[config.mk]
export PLATFORM = sky130hd
export DESIGN_NAME = x86_64_instruction_encoder
export DESIGN_NICKNAME = d
export VERILOG_FILES = /design/src/sv/x86e_pkg.sv /design/src/sv/x86_64_instruction_encoder.sv
export SDC_FILE = /design/constraint.sdc
export NUM_CORES = 1
export LEC_CHECK = 0
export BUFFER_PORTS_ARGS = -buffer_cell sky130_fd_sc_hd__buf_2
export CORE_ASPECT_RATIO = 0.8
export CORE_MARGIN = 3
export CORE_UTILIZATION = 55
export CTS_CLUSTER_DIAMETER = 120
export DETAILED_ROUTE_END_ITERATION = 16
export PLACE_DENSITY = 0.78
export RECOVER_POWER = 50
export SLEW_MARGIN = 20
export SYNTH_ARGS = -nofsm -noshare
export SYNTH_HDL_FRONTEND = slang
export SYNTH_SLANG_ARGS = --single-unit
[constraint.sdc]
create_clock -name clk -period 4.8 [get_ports clk]
set_input_delay 0.72 -clock clk [delete_from_list [all_inputs] [get_ports clk]]
set_output_delay 0.72 -clock clk [all_outputs]
set_load 0.01 [all_outputs]
[src/sv/x86e_pkg.sv]
// Package for the x86-64 instruction encoder: mode codes, opcode constants
// and the instruction buffer type. No dependencies.
`default_nettype none
package x86e_pkg;
	localparam int MaxBytes = 10;

	typedef enum logic [5:0] {
		M_MOV_RR = 6'd0, M_MOV_I64 = 6'd1, M_MOV_I32 = 6'd2, M_LOAD = 6'd3,
		M_STORE = 6'd4, M_LEA = 6'd5, M_ADD_RR = 6'd6, M_ADD_I = 6'd7,
		M_SUB_RR = 6'd8, M_SUB_I = 6'd9, M_IMUL = 6'd10, M_IDIV = 6'd11,
		M_NEG = 6'd12, M_AND = 6'd13, M_OR = 6'd14, M_XOR = 6'd15,
		M_NOT = 6'd16, M_SHL = 6'd17, M_SHR = 6'd18, M_CMP_RR = 6'd19,
		M_CMP_I = 6'd20, M_TEST = 6'd21, M_SETCC = 6'd22, M_PUSH = 6'd23,
		M_POP = 6'd24, M_JMP = 6'd25, M_JCC = 6'd26, M_CALL = 6'd27,
		M_CALL_R = 6'd28, M_RET = 6'd29, M_MOVSD = 6'd30, M_ADDSD = 6'd31,
		M_SUBSD = 6'd32, M_MULSD = 6'd33, M_DIVSD = 6'd34
	} mode_t;

	localparam logic [7:0] RexW = 8'h48;
	localparam logic [7:0] RexR = 8'h44;
	localparam logic [7:0] RexB = 8'h41;
	localparam logic [7:0] RexPlain = 8'h40;
	localparam logic [7:0] OpMovSt = 8'h89;
	localparam logic [7:0] OpMovLd = 8'h8B;
	localparam logic [7:0] OpLea = 8'h8D;
	localparam logic [7:0] OpGrpI8 = 8'h83;
	localparam logic [7:0] OpGrpI32 = 8'h81;
	localparam logic [7:0] OpMovI32 = 8'hC7;
	localparam logic [7:0] OpMovI64 = 8'hB8;
	localparam logic [7:0] PfxF2 = 8'hF2;
	localparam logic [7:0] SibRsp = 8'h24;

	typedef logic [MaxBytes-1:0][7:0] bytes_t;
	typedef logic [3:0] cnt_t;
endpackage
`default_nettype wire

[src/sv/x86_64_instruction_encoder.sv]
// x86-64 instruction encoder top level.
// Depends on x86e_pkg.
//
// Each request is encoded combinationally and registered into a buffer of up
// to ten bytes, which then drains one byte per cycle on the output while
// out_stall is low; a request that encodes to zero bytes gives no output. While
// busy, a new request is taken only in the cycle the last byte leaves.
`default_nettype none
module x86_64_instruction_encoder (
	input  wire logic        clk,
	input  wire logic        arst_n,
	input  wire logic        in_valid,
	output logic             in_stall,
	input  wire logic [5:0]  mode,
	input  wire logic [3:0]  first_reg,
	input  wire logic [3:0]  second_reg,
	input  wire logic [3:0]  cond_code,
	input  wire logic signed [63:0] imm_value,
	output logic             out_valid,
	input  wire logic        out_stall,
	output logic [7:0]       code_byte,
	output logic             last_byte,
	output logic [31:0]      byte_offset
);
	x86e_pkg::bytes_t buf_q, enc;
	x86e_pkg::cnt_t n_q, idx_q, n;
	logic [31:0] pos_q;
	logic busy_q;

	function automatic logic [7:0] modrm(input logic [1:0] md, input logic [2:0] rg,
		input logic [2:0] rm);
		modrm = {md, rg, rm};
	endfunction
	function automatic logic [7:0] rexw(input logic rg, input logic rm);
		rexw = x86e_pkg::RexW | (rg ? x86e_pkg::RexR : 8'h00) | (rm ? x86e_pkg::RexB : 8'h00);
	endfunction

	logic [31:0] lo;
	logic d0, d8, i8, sib;
	logic [2:0] bl;
	logic [7:0] op, sop, mb;
	always_comb begin
		lo = imm_value[31:0];
		bl = second_reg[2:0];
		d8 = (lo[31:7] == 25'h0) || (lo[31:7] == 25'h1FFFFFF);
		i8 = d8;
		d0 = (lo == 32'h0) && (bl != 3'd5);
		sib = (bl == 3'd4);
		enc = '0;
		n = '0;
		op = 8'h00;
		sop = 8'h00;
		mb = 8'h00;
		unique case (mode)
			x86e_pkg::M_MOV_RR, x86e_pkg::M_ADD_RR, x86e_pkg::M_SUB_RR, x86e_pkg::M_AND,
			x86e_pkg::M_OR, x86e_pkg::M_XOR, x86e_pkg::M_CMP_RR, x86e_pkg::M_TEST: begin
				unique case (mode)
					x86e_pkg::M_MOV_RR: op = x86e_pkg::OpMovSt;
					x86e_pkg::M_ADD_RR: op = 8'h01;
					x86e_pkg::M_SUB_RR: op = 8'h29;
					x86e_pkg::M_AND: op = 8'h21;
					x86e_pkg::M_OR: op = 8'h09;
					x86e_pkg::M_XOR: op = 8'h31;
					x86e_pkg::M_CMP_RR: op = 8'h39;
					default: op = 8'h85;
				endcase
				enc[0] = rexw(second_reg[3], first_reg[3]);
				enc[1] = op;
				enc[2] = modrm(2'd3, second_reg[2:0], first_reg[2:0]);
				n = (mode == x86e_pkg::M_MOV_RR && first_reg == second_reg) ? 4'd0 : 4'd3;
			end
			x86e_pkg::M_MOV_I64: begin
				enc[0] = rexw(1'b0, first_reg[3]);
				enc[1] = x86e_pkg::OpMovI64 + {5'd0, first_reg[2:0]};
				for (int k = 0; k < 8; k++) enc[2+k] = imm_value[8*k +: 8];
				n = 4'd10;
			end
			x86e_pkg::M_MOV_I32: begin
				enc[0] = rexw(1'b0, first_reg[3]);
				enc[1] = x86e_pkg::OpMovI32;
				enc[2] = modrm(2'd3, 3'd0, first_reg[2:0]);
				for (int k = 0; k < 4; k++) enc[3+k] = lo[8*k +: 8];
				n = 4'd7;
			end
			x86e_pkg::M_LOAD, x86e_pkg::M_STORE, x86e_pkg::M_LEA: begin
				enc[0] = rexw(first_reg[3], second_reg[3]);
				enc[1] = (mode == x86e_pkg::M_LOAD) ? x86e_pkg::OpMovLd :
					(mode == x86e_pkg::M_STORE) ? x86e_pkg::OpMovSt : x86e_pkg::OpLea;
				enc[2] = modrm(d0 ? 2'd0 : (d8 ? 2'd1 : 2'd2), first_reg[2:0], bl);
				if (sib) enc[3] = x86e_pkg::SibRsp;
				for (int k = 0; k < 4; k++) enc[(sib ? 4 : 3)+k] = lo[8*k +: 8];
				n = 4'd3 + {3'd0, sib} + (d0 ? 4'd0 : (d8 ? 4'd1 : 4'd4));
			end
			x86e_pkg::M_ADD_I, x86e_pkg::M_SUB_I, x86e_pkg::M_CMP_I: begin
				enc[0] = rexw(1'b0, first_reg[3]);
				enc[1] = i8 ? x86e_pkg::OpGrpI8 : x86e_pkg::OpGrpI32;
				enc[2] = modrm(2'd3, (mode == x86e_pkg::M_ADD_I) ? 3'd0 :
					(mode == x86e_pkg::M_SUB_I) ? 3'd5 : 3'd7, first_reg[2:0]);
				for (int k = 0; k < 4; k++) enc[3+k] = lo[8*k +: 8];
				n = i8 ? 4'd4 : 4'd7;
			end
			x86e_pkg::M_IMUL: begin
				enc[0] = rexw(first_reg[3], second_reg[3]);
				enc[1] = 8'h0F;
				enc[2] = 8'hAF;
				enc[3] = modrm(2'd3, first_reg[2:0], second_reg[2:0]);
				n = 4'd4;
			end
			x86e_pkg::M_IDIV, x86e_pkg::M_NEG, x86e_pkg::M_NOT, x86e_pkg::M_SHL,
			x86e_pkg::M_SHR: begin
				enc[0] = rexw(1'b0, first_reg[3]);
				enc[1] = (mode == x86e_pkg::M_SHL || mode == x86e_pkg::M_SHR) ? 8'hC1 : 8'hF7;
				enc[2] = modrm(2'd3, (mode == x86e_pkg::M_IDIV) ? 3'd7 :
					(mode == x86e_pkg::M_NEG) ? 3'd3 : (mode == x86e_pkg::M_NOT) ? 3'd2 :
					(mode == x86e_pkg::M_SHL) ? 3'd4 : 3'd5, first_reg[2:0]);
				enc[3] = lo[7:0];
				n = (mode == x86e_pkg::M_SHL || mode == x86e_pkg::M_SHR) ? 4'd4 : 4'd3;
			end
			x86e_pkg::M_SETCC: begin
				// spl..dil need a bare REX so they are not read as ah..bh.
				mb = first_reg[3] ? x86e_pkg::RexB : x86e_pkg::RexPlain;
				if (first_reg[3] || first_reg[2]) begin
					enc[0] = mb;
					enc[1] = 8'h0F;
					enc[2] = 8'h90 + {4'd0, cond_code};
					enc[3] = modrm(2'd3, 3'd0, first_reg[2:0]);
					n = 4'd4;
				end else begin
					enc[0] = 8'h0F;
					enc[1] = 8'h90 + {4'd0, cond_code};
					enc[2] = modrm(2'd3, 3'd0, first_reg[2:0]);
					n = 4'd3;
				end
			end
			x86e_pkg::M_PUSH, x86e_pkg::M_POP, x86e_pkg::M_CALL_R: begin
				unique case (mode)
					x86e_pkg::M_PUSH: begin
						op = 8'h50 + {5'd0, first_reg[2:0]};
						sop = 8'h00;
					end
					x86e_pkg::M_POP: begin
						op = 8'h58 + {5'd0, first_reg[2:0]};
						sop = 8'h00;
					end
					default: begin
						op = 8'hFF;
						sop = modrm(2'd3, 3'd2, first_reg[2:0]);
					end
				endcase
				if (first_reg[3]) begin
					enc[0] = x86e_pkg::RexB;
					enc[1] = op;
					enc[2] = sop;
				end else begin
					enc[0] = op;
					enc[1] = sop;
				end
				n = {3'd0, first_reg[3]} + ((mode == x86e_pkg::M_CALL_R) ? 4'd2 : 4'd1);
			end
			x86e_pkg::M_JMP, x86e_pkg::M_CALL: begin
				enc[0] = (mode == x86e_pkg::M_JMP) ? 8'hE9 : 8'hE8;
				for (int k = 0; k < 4; k++) enc[1+k] = lo[8*k +: 8];
				n = 4'd5;
			end
			x86e_pkg::M_JCC: begin
				enc[0] = 8'h0F;
				enc[1] = 8'h80 + {4'd0, cond_code};
				for (int k = 0; k < 4; k++) enc[2+k] = lo[8*k +: 8];
				n = 4'd6;
			end
			x86e_pkg::M_RET: begin
				enc[0] = 8'hC3;
				n = 4'd1;
			end
			x86e_pkg::M_MOVSD, x86e_pkg::M_ADDSD, x86e_pkg::M_SUBSD, x86e_pkg::M_MULSD,
			x86e_pkg::M_DIVSD: begin
				unique case (mode)
					x86e_pkg::M_MOVSD: sop = 8'h10;
					x86e_pkg::M_ADDSD: sop = 8'h58;
					x86e_pkg::M_SUBSD: sop = 8'h5C;
					x86e_pkg::M_MULSD: sop = 8'h59;
					default: sop = 8'h5E;
				endcase
				mb = x86e_pkg::RexPlain | (first_reg[3] ? x86e_pkg::RexR : 8'h00) |
					(second_reg[3] ? x86e_pkg::RexB : 8'h00);
				enc[0] = x86e_pkg::PfxF2;
				if (first_reg[3] || second_reg[3]) begin
					enc[1] = mb;
					enc[2] = 8'h0F;
					enc[3] = sop;
					enc[4] = modrm(2'd3, first_reg[2:0], second_reg[2:0]);
					n = 4'd5;
				end else begin
					enc[1] = 8'h0F;
					enc[2] = sop;
					enc[3] = modrm(2'd3, first_reg[2:0], second_reg[2:0]);
					n = 4'd4;
				end
			end
			default: n = '0;
		endcase
	end

	logic draining, take;
	assign draining = busy_q && !out_stall && (idx_q == n_q - 4'd1);
	assign in_stall = busy_q && !draining;
	assign take = in_valid && !in_stall;
	assign out_valid = busy_q;
	assign code_byte = buf_q[idx_q];
	assign last_byte = (idx_q == n_q - 4'd1);
	assign byte_offset = pos_q;

	always_ff @(posedge clk or negedge arst_n) begin
		if (!arst_n) begin
			busy_q <= 1'b0;
			idx_q <= '0;
			n_q <= '0;
			pos_q <= '0;
		end else begin
			if (busy_q && !out_stall) begin
				pos_q <= pos_q + 32'd1;
				idx_q <= idx_q + 4'd1;
			end
			if (draining) busy_q <= 1'b0;
			if (take) begin
				busy_q <= (n != 4'd0);
				idx_q <= '0;
				n_q <= n;
			end
		end
	end

	always_ff @(posedge clk) begin
		if (take) buf_q <= enc;
	end
endmodule
`default_nettype wire
==> reports/summary.txt, run 1 <==
CP arrival - 4.03 ns
synthesized area per cell - 10.2 µm²
area growth from synthesis to layout - 16.1%
outcome - finished with violations
kind of critical path - in2reg
critical-path cell list - clkbuf_1 -> nand3b_1 -> a2111oi_4 -> buf_4 -> nor2b_2 -> buf_4 -> a22oi_1 -> nand2_1
number of synthesized flops with an enable pin - 80
post-CTS sizing - 0
most common library cells after synthesis - nand2_1 (124), edfxtp_1 (80), nor2_1 (45)
Layout Utilization - 0.660
core area - 13700 µm²
Clock Sinks - 121
RSZ-0062 raised after global routing - false
sequential share of power - 0.376
CP bufs+invs - 3
Max clock buf depth - 2
Initial Util - 0.568
DP Area - 8540 µm²
Total Wirelength - 26.3 mm
Static Leak - 3.70 nW
drt drc - 0
Tcrit/Tclk final - 0.781
ANT cells - 0
top-area cell type share of the netlist area - 0.308
WHS - 0.477 ns
Cells after Synth - 768
layout cells sized above 1 - 0.202
Routed Antenna Nets - 0
Max Clock Freq - 267 MHz
startpoint types - primary input
clk slew on worst S/H paths - 0.05 ns
Syn Nets - 864
register area share after synthesis - 0.439
synth unique cells - 82
Clock power frac - 0.315
CTS Buf Count - 17
Min-Delay Path Class - reg2reg
first-pass GRT wire length - 40.6 mm
I/O pin cnt - 129
Synth area leader - edfxtp_1
peak fanout along the critical path - 35
final instance area - 9070 µm²
mean number of vias per cell - 6.79
Sw Ratio - 0.328
row count - 38
drt pass-1 iters - 8
CTS tree - yes
ys async rst share - 0.339
nets - 974
number of max-cap violations - 1
# port buffers - 128
Required @ worst endpoint - 5.08 ns
synthesis-stage register bit count - 121
pin count of the biggest net entering global routing - 61
routed len/inst - 24.5 µm
clk_lat worst skew - 0.41 ns
Final Skew - 0.0132 ns
GRT Total Usage - 0.335
Hold Fails Final Rpt - 0
Tot Pwr - 3.94 mW
Slew headroom - -0.464
Root Buffer - clkbuf_16
setup violators final - 0
element type at the critical path end - register
Initial DRC Count - 1177
most common flop cell mapped by yosys - edfxtp_1
combinational share of power - 0.310
Slew Limit Fails - 42
HPWL after DPL - 19.0 mm
Sw Pwr - 1.29 mW
Synth area leaders - edfxtp_1 (31%), dfrtp_1 (13%), nand2_1 (6.0%)
Yosys warning count - 0
CP max stage cell - clkbuf_1
Worst-Margin Slew - 2.20 ns
internal power - 2.65 mW
CP dominant cell by count - buf_4
failing checks - max-capacitance violations, max-slew violations
vias in the first global route - 6993
vias - 7274
htree depth - 4
Power Dens Cells - 435 nW/µm²
Crit path largest cell delay - 0.96 ns
die width - 139 µm
DIE HEIGHT - 113 µm
post-synthesis cell area - 7810 µm²
most frequent cell after synthesis - nand2_1
grt total ovfl - 0
peak supply drop - 0.000457 V
initial antenna violation count - 1
minimum clock period - 3.75 ns
Post-CTS Setup Inserts - 0
Crit path max-delay family - buffers and inverters
setup total negative slack - 0 ns
GP Congestion - 1.04
area of the die - 15700 µm²
Hold Buf Count CTS - 0
area by class of cell:
class,count,area [µm²]
Clock buffer,26,520
Sequential cell,121,3430
Multi-Input combinational cell,581,4060
Fill cell,1107,4670
Timing Repair Buffer,142,713
Tap cell,180,225
Clock inverter,6,62.6
Inverter,15,56.3
cells by family (layout without fill, tap and decap cells):
| logic type | Yosys count | in the layout | synth area share |
|---|---|---|---|
| xor gates and xnor gates | 46 | 46 | 0.0516 |
| muxes | 31 | 31 | 0.0674 |
| and+or+nand+nor | 334 | 334 | 0.219 |
| AOI/OAI and AO/OA | 159 | 159 | 0.163 |
| adders and majority gates | 11 | 11 | 0.0173 |
| DFF | 121 | 121 | 0.439 |
| buffers and inverters | 66 | 189 | 0.0434 |
worst register-to-register path: stages, from the launching register on:
cell	delay, ns
dfrtp_1	0.74
xor2_1	0.23
xnor2_1	0.14
nand2_1	0.08
o31a_1	0.32
nor2b_4	0.72
buf_12	0.39
metrics by stage:
stage                     setup WS [ns]  std cells
final                              1.05       1071
after global routing              0.769       1071
after CTS                          1.37       1071
after detailed placement           1.18       1039
after global placement             1.30       1039
after floorplan                    1.85        768
cells in the final DEF, fill, tap and decap left out, types with 9 or more instances in the layout:
cell type	Yosys	layout
o21ai_0	14	14
buf_2	25	92
a221oi_1	16	16
ha_1	10	10
mux4_2	16	16
edfxtp_1	80	80
a22o_1	11	11
xnor2_1	29	29
nand2b_1	13	13
nor3_1	16	16
mux2_2	13	13
nand3_1	24	24
nand4_1	26	26
inv_1	14	14
clkbuf_16	0	18
dfrtp_1	41	41
clkbuf_1	13	40
and3_1	26	26
a22oi_1	22	22
a221o_1	9	9
a21oi_1	26	26
nor2b_1	12	10
buf_4	7	13
nor4_1	9	10
nand2_1	124	124
nor2_1	45	45
a222oi_1	13	13
xor2_1	17	17
per-layer routing:
layer | GRT usage | part of all wire
met2 | 0.503 | 0.45
met3 | 0.0656 | 0.13
met5 | 0 | 0
met4 | 0.102 | 0.022
met1 | 0.495 | 0.41
registers in the layout, indices dropped and copies added (netlist names):
signal,cells
buf_q,80
idx_q,4
out_valid,1
byte_offset,32
n_q,4
worst paths after layout:
path	start	endpoint	slack [ns]	depth (start not counted)
min reg2reg	byte_offset[31]	byte_offset[31]	0.48	1
min	byte_offset[31]	byte_offset[31]	0.48	1
min in group asynchronous	arst_n	n_q[1]	0.95	1
max	mode[0]	buf_q[53]	1.05	8
max reg2reg	idx_q[2]	buf_q[33]	1.80	6
max in group asynchronous	arst_n	byte_offset[25]	2.59	1
power groups by stage:
stage                     logic (mW)  clock network, mW  registers (mW)
final                           1.22               1.24            1.48
after global placement          1.18                  0            1.48
after CTS                       1.22               1.25            1.48
after global routing            1.31               1.31            1.50
after floorplan                0.801                  0            1.45
after detailed placement        1.21                  0            1.50
No activity file was read; power rests on OpenSTA's default activity.
==> run 2: changes to the inputs <==
--- a/config.mk
+++ b/config.mk
@@ -5,6 +5,7 @@
 export SDC_FILE = /design/constraint.sdc
 export NUM_CORES = 1
 export LEC_CHECK = 0
+export ABC_AREA = 1
 export BUFFER_PORTS_ARGS = -buffer_cell sky130_fd_sc_hd__buf_2
 export CORE_ASPECT_RATIO = 0.8
 export CORE_MARGIN = 3
==> constraint.sdc (replaced) <==
create_clock -name clk -period 3.68 [get_ports clk]
set_input_delay 0.552 -clock clk [delete_from_list [all_inputs] [get_ports clk]]
set_output_delay 0.552 -clock clk [all_outputs]
set_load 0.01 [all_outputs]
==> run 2 against run 1 <==
The flow still finishes with violations (max-capacitance violations, max-slew violations). Power is 28% higher. First-iteration DRC count is 17% higher. Via count is 12% higher. Hold slack worse by 0.070 ns. Synthesized area is 1.6% higher. Largest cell class unchanged. Register-to-register slack worse by 0.80 ns. Count of clock-buffer cells in the layout is 4 lower. Sequential power is 26% higher. Clock power is 30% higher. Cell count is 24% higher. Clock skew is 0.0036 ns lower. Sequential share of layout area is 0.51 points lower. Highest routed layer unchanged.
==> reports/summary.txt, run 2 <==
outcome - finished with violations
failing checks - max-capacitance violations, max-slew violations
die width - 140 µm (+0.75%)
Reg with most FFs - buf_q
post-synthesis xor/xnor area fraction - 0.0420 (-0.00963)
minimum clock period - 3.09 ns
GRT Total Usage - 0.344 (+0.00920)
clk slew on worst S/H paths - 0.06 ns (about the same)
post-synthesis adder-cell area fraction - 0.0158 (-0.00153)
Tot Pwr - 5.06 mW (+28%)
final instance area - 9190 µm² (+1.4%)
DIE HEIGHT - 113 µm (+0.74%)
Syn Nets - 1104 (+28%)
Power Dens Cells - 551 nW/µm² (+27%)
Largest register FFs - 80 (unchanged)
initial antenna violation count - 0 (-1)
# port buffers - 128 (unchanged)
most common library cells after synthesis - nand2_1 (213), nor2_1 (136), inv_1 (124)
Compound-Gate Fraction of Synth Area - 0.150 (-0.0131)
DP Area - 8740 µm² (+2.3%)
synth unique cells - 46 (-44%)
busiest grt layer - met1
startpoint types - primary input
setup total negative slack - 0 ns (unchanged)
Hold Buf Count CTS - 0 (unchanged)
area of the die - 15900 µm² (+1.5%)
Worst-Margin Slew - 2.31 ns (+0.113 ns)
kind of critical path - in2reg
Slew headroom - -0.540 (-0.0754)
synthesized area per cell - 7.87 µm² (-23%)
peak supply drop - 0.000866 V (+89%)
grt total ovfl - 0 (unchanged)
Hold Fails Final Rpt - 0 (unchanged)
number of max-cap violations - 1 (unchanged)
post-CTS sizing - 0 (unchanged)
most frequent cells in the layout - nand2_1 (217), nor2_1 (146), inv_1 (124)
most common flop cell mapped by yosys - edfxtp_1
row count - 38 (unchanged)
htree depth - 4 (unchanged)
layout cells sized above 1 - 0.130 (-0.0717)
Fillers - 1219 (+10%)
mean number of vias per cell - 6.16 (-9.3%)
post-synthesis cell area - 7930 µm² (+1.6%)
Initial DRC Count - 1373 (+17%)
Required @ worst endpoint - 3.91 ns (-1.17 ns)
drt drc - 0 (unchanged)
WHS - 0.407 ns (-0.0700 ns)
Cells after Synth - 1008 (+31%)
number of synthesized flops with an enable pin - 80 (unchanged)
Synth area leader - edfxtp_1
drt pass-1 iters - 6 (-2)
Max Clock Freq - 324 MHz
Yosys warning count - 0 (unchanged)
routed len/inst - 21.1 µm (-14%)
most frequent cell after synthesis - nand2_1
Synth area leaders - edfxtp_1 (30%), dfrtp_1 (13%), nand2_1 (10%)
peak fanout along the critical path - 20 (-43%)
Slew Limit Fails - 42 (unchanged)
core area - 13800 µm² (+0.69%)
element type at the critical path end - register
Max clock buf depth - 2 (unchanged)
pin count of the biggest net entering global routing - 86 (+41%)
M2 GR Usage - 0.480 (-0.0233)
I/O pin cnt - 129 (unchanged)
met3 Track Usage GR - 0.104 (+0.0384)
Routed Antenna Nets - 0 (unchanged)
vias - 8149 (+12%)
Static Leak - 4.21 nW (+14%)
vias in the first global route - 7462 (+6.7%)
CP arrival - 3.31 ns (-0.72 ns)
ANT cells - 0 (unchanged)
Total Wirelength - 27.9 mm (+6.3%)
HPWL after DPL - 20.8 mm (+9.7%)
Initial Util - 0.573 (+0.00496)
Root Buffer - clkbuf_16
area growth from synthesis to layout - 15.9%
clk_lat worst skew - 0.41 ns (about the same)
simple-gate share of the synthesized area - 0.269 (+0.0499)
largest family of logic cells by synthesized area - simple AND/OR/NAND/NOR gates
Min-Delay Path Class - in2reg
mux share of post-synthesis cell area - 0.0101 (-0.0574)
RSZ-0062 raised after global routing - false
first-pass GRT wire length - 42.3 mm (+4.2%)
Tcrit/Tclk final - 0.839
nets - 1226 (+26%)
GP Congestion - 1.06 (+1.3%)
CTS Buf Count - 17 (unchanged)
CTS tree - yes
top-area cell type share of the netlist area - 0.303 (-0.00475)
ys async rst share - 0.339 (unchanged)
Post-CTS Setup Inserts - 0 (unchanged)
register area share after synthesis - 0.432 (-0.00679)
most common cell after layout, fill and taps aside - nand2_1
Clock Sinks - 121 (unchanged)
setup violators final - 0 (unchanged)
Final Skew - 0.00962 ns (-0.00355 ns)
synthesis-stage register bit count - 121 (unchanged)
GRT met1 Usage - 0.524 (+0.0290)
==> run 2: cell count changes after synthesis, sizes merged, moves of 26 or more <==
cell	change
and3	-26
o21ai	+50
nand2	+94
nor2	+105
inv	+115
nand3	+36
==> run 2: metrics by stage <==
stage          utilization  cells  worst slack (ns)
4_1_cts              0.673   1323             0.661
3_3_place_gp         0.631   1291             0.973
6_report             0.664   1323             0.593
2_1_floorplan            -   1008             0.355
3_5_place_dp         0.631   1291             0.935
5_1_grt              0.664   1323             0.419
==> run 2: power breakdown <==
group | internal, mW | total (mW) | leakage, nW | switching [mW]
Sequential | 1.69 | 1.86 | 1.25 | 0.168
Combinational | 0.554 | 1.58 | 2.67 | 1.03
Clock | 0.970 | 1.61 | 0.286 | 0.644
Total | 3.22 | 5.06 | 4.21 | 1.84
==> run 2: logic make-up (layout without fill, tap and decap cells) <==
group,after synthesis,in the layout
compound gates,178,178
xor+xnor,38,38
fa+ha+maj,10,10
buf+inv,166,301
flops,121,121
mux,8,8
simple gates,487,487
==> run 2: per-layer routing <==
layer / wire length (µm) / up-vias
met2: 11300 / 651
met3: 4220 / 77
li1: - / 3697
met1: 11600 / 3724
met4: 760 / 0
met5: 0 / -
==> run 2: path summary, 6_finish.rpt <==
path	from	end	slack [ns]	cells after the start
max	mode[4]	buf_q[31]	0.59	9
min reg2reg	byte_offset[31]	byte_offset[31]	0.48	1
min	in_valid	idx_q[1]	0.41	2
max in group asynchronous	arst_n	byte_offset[23]	1.52	1
max reg2reg	out_valid	byte_offset[31]	1.00	11
min in group asynchronous	arst_n	idx_q[0]	0.83	1
==> run 2: critical path, cell delays in order <==
cell      delay (ns)
clkbuf_1        0.15
inv_1           0.06
nor2_1          0.70
nand3_1         0.38
nand2_1         0.61
inv_2           0.35
o21ai_0         0.27
a21oi_1         0.07
o211ai_1        0.17
==> run 2: cell type report <==
cell class / count / area (µm²) / share of cell area
timing repair buffer: 138 / 676 / 0.0735
clock buffer: 22 / 497 / 0.0540
inverter: 131 / 492 / 0.0535
clock inverter: 10 / 77.6 / 0.00844
multi-input combinational: 721 / 3800 / 0.413
tap: 180 / 225 / 0.0245
sequential: 121 / 3430 / 0.373
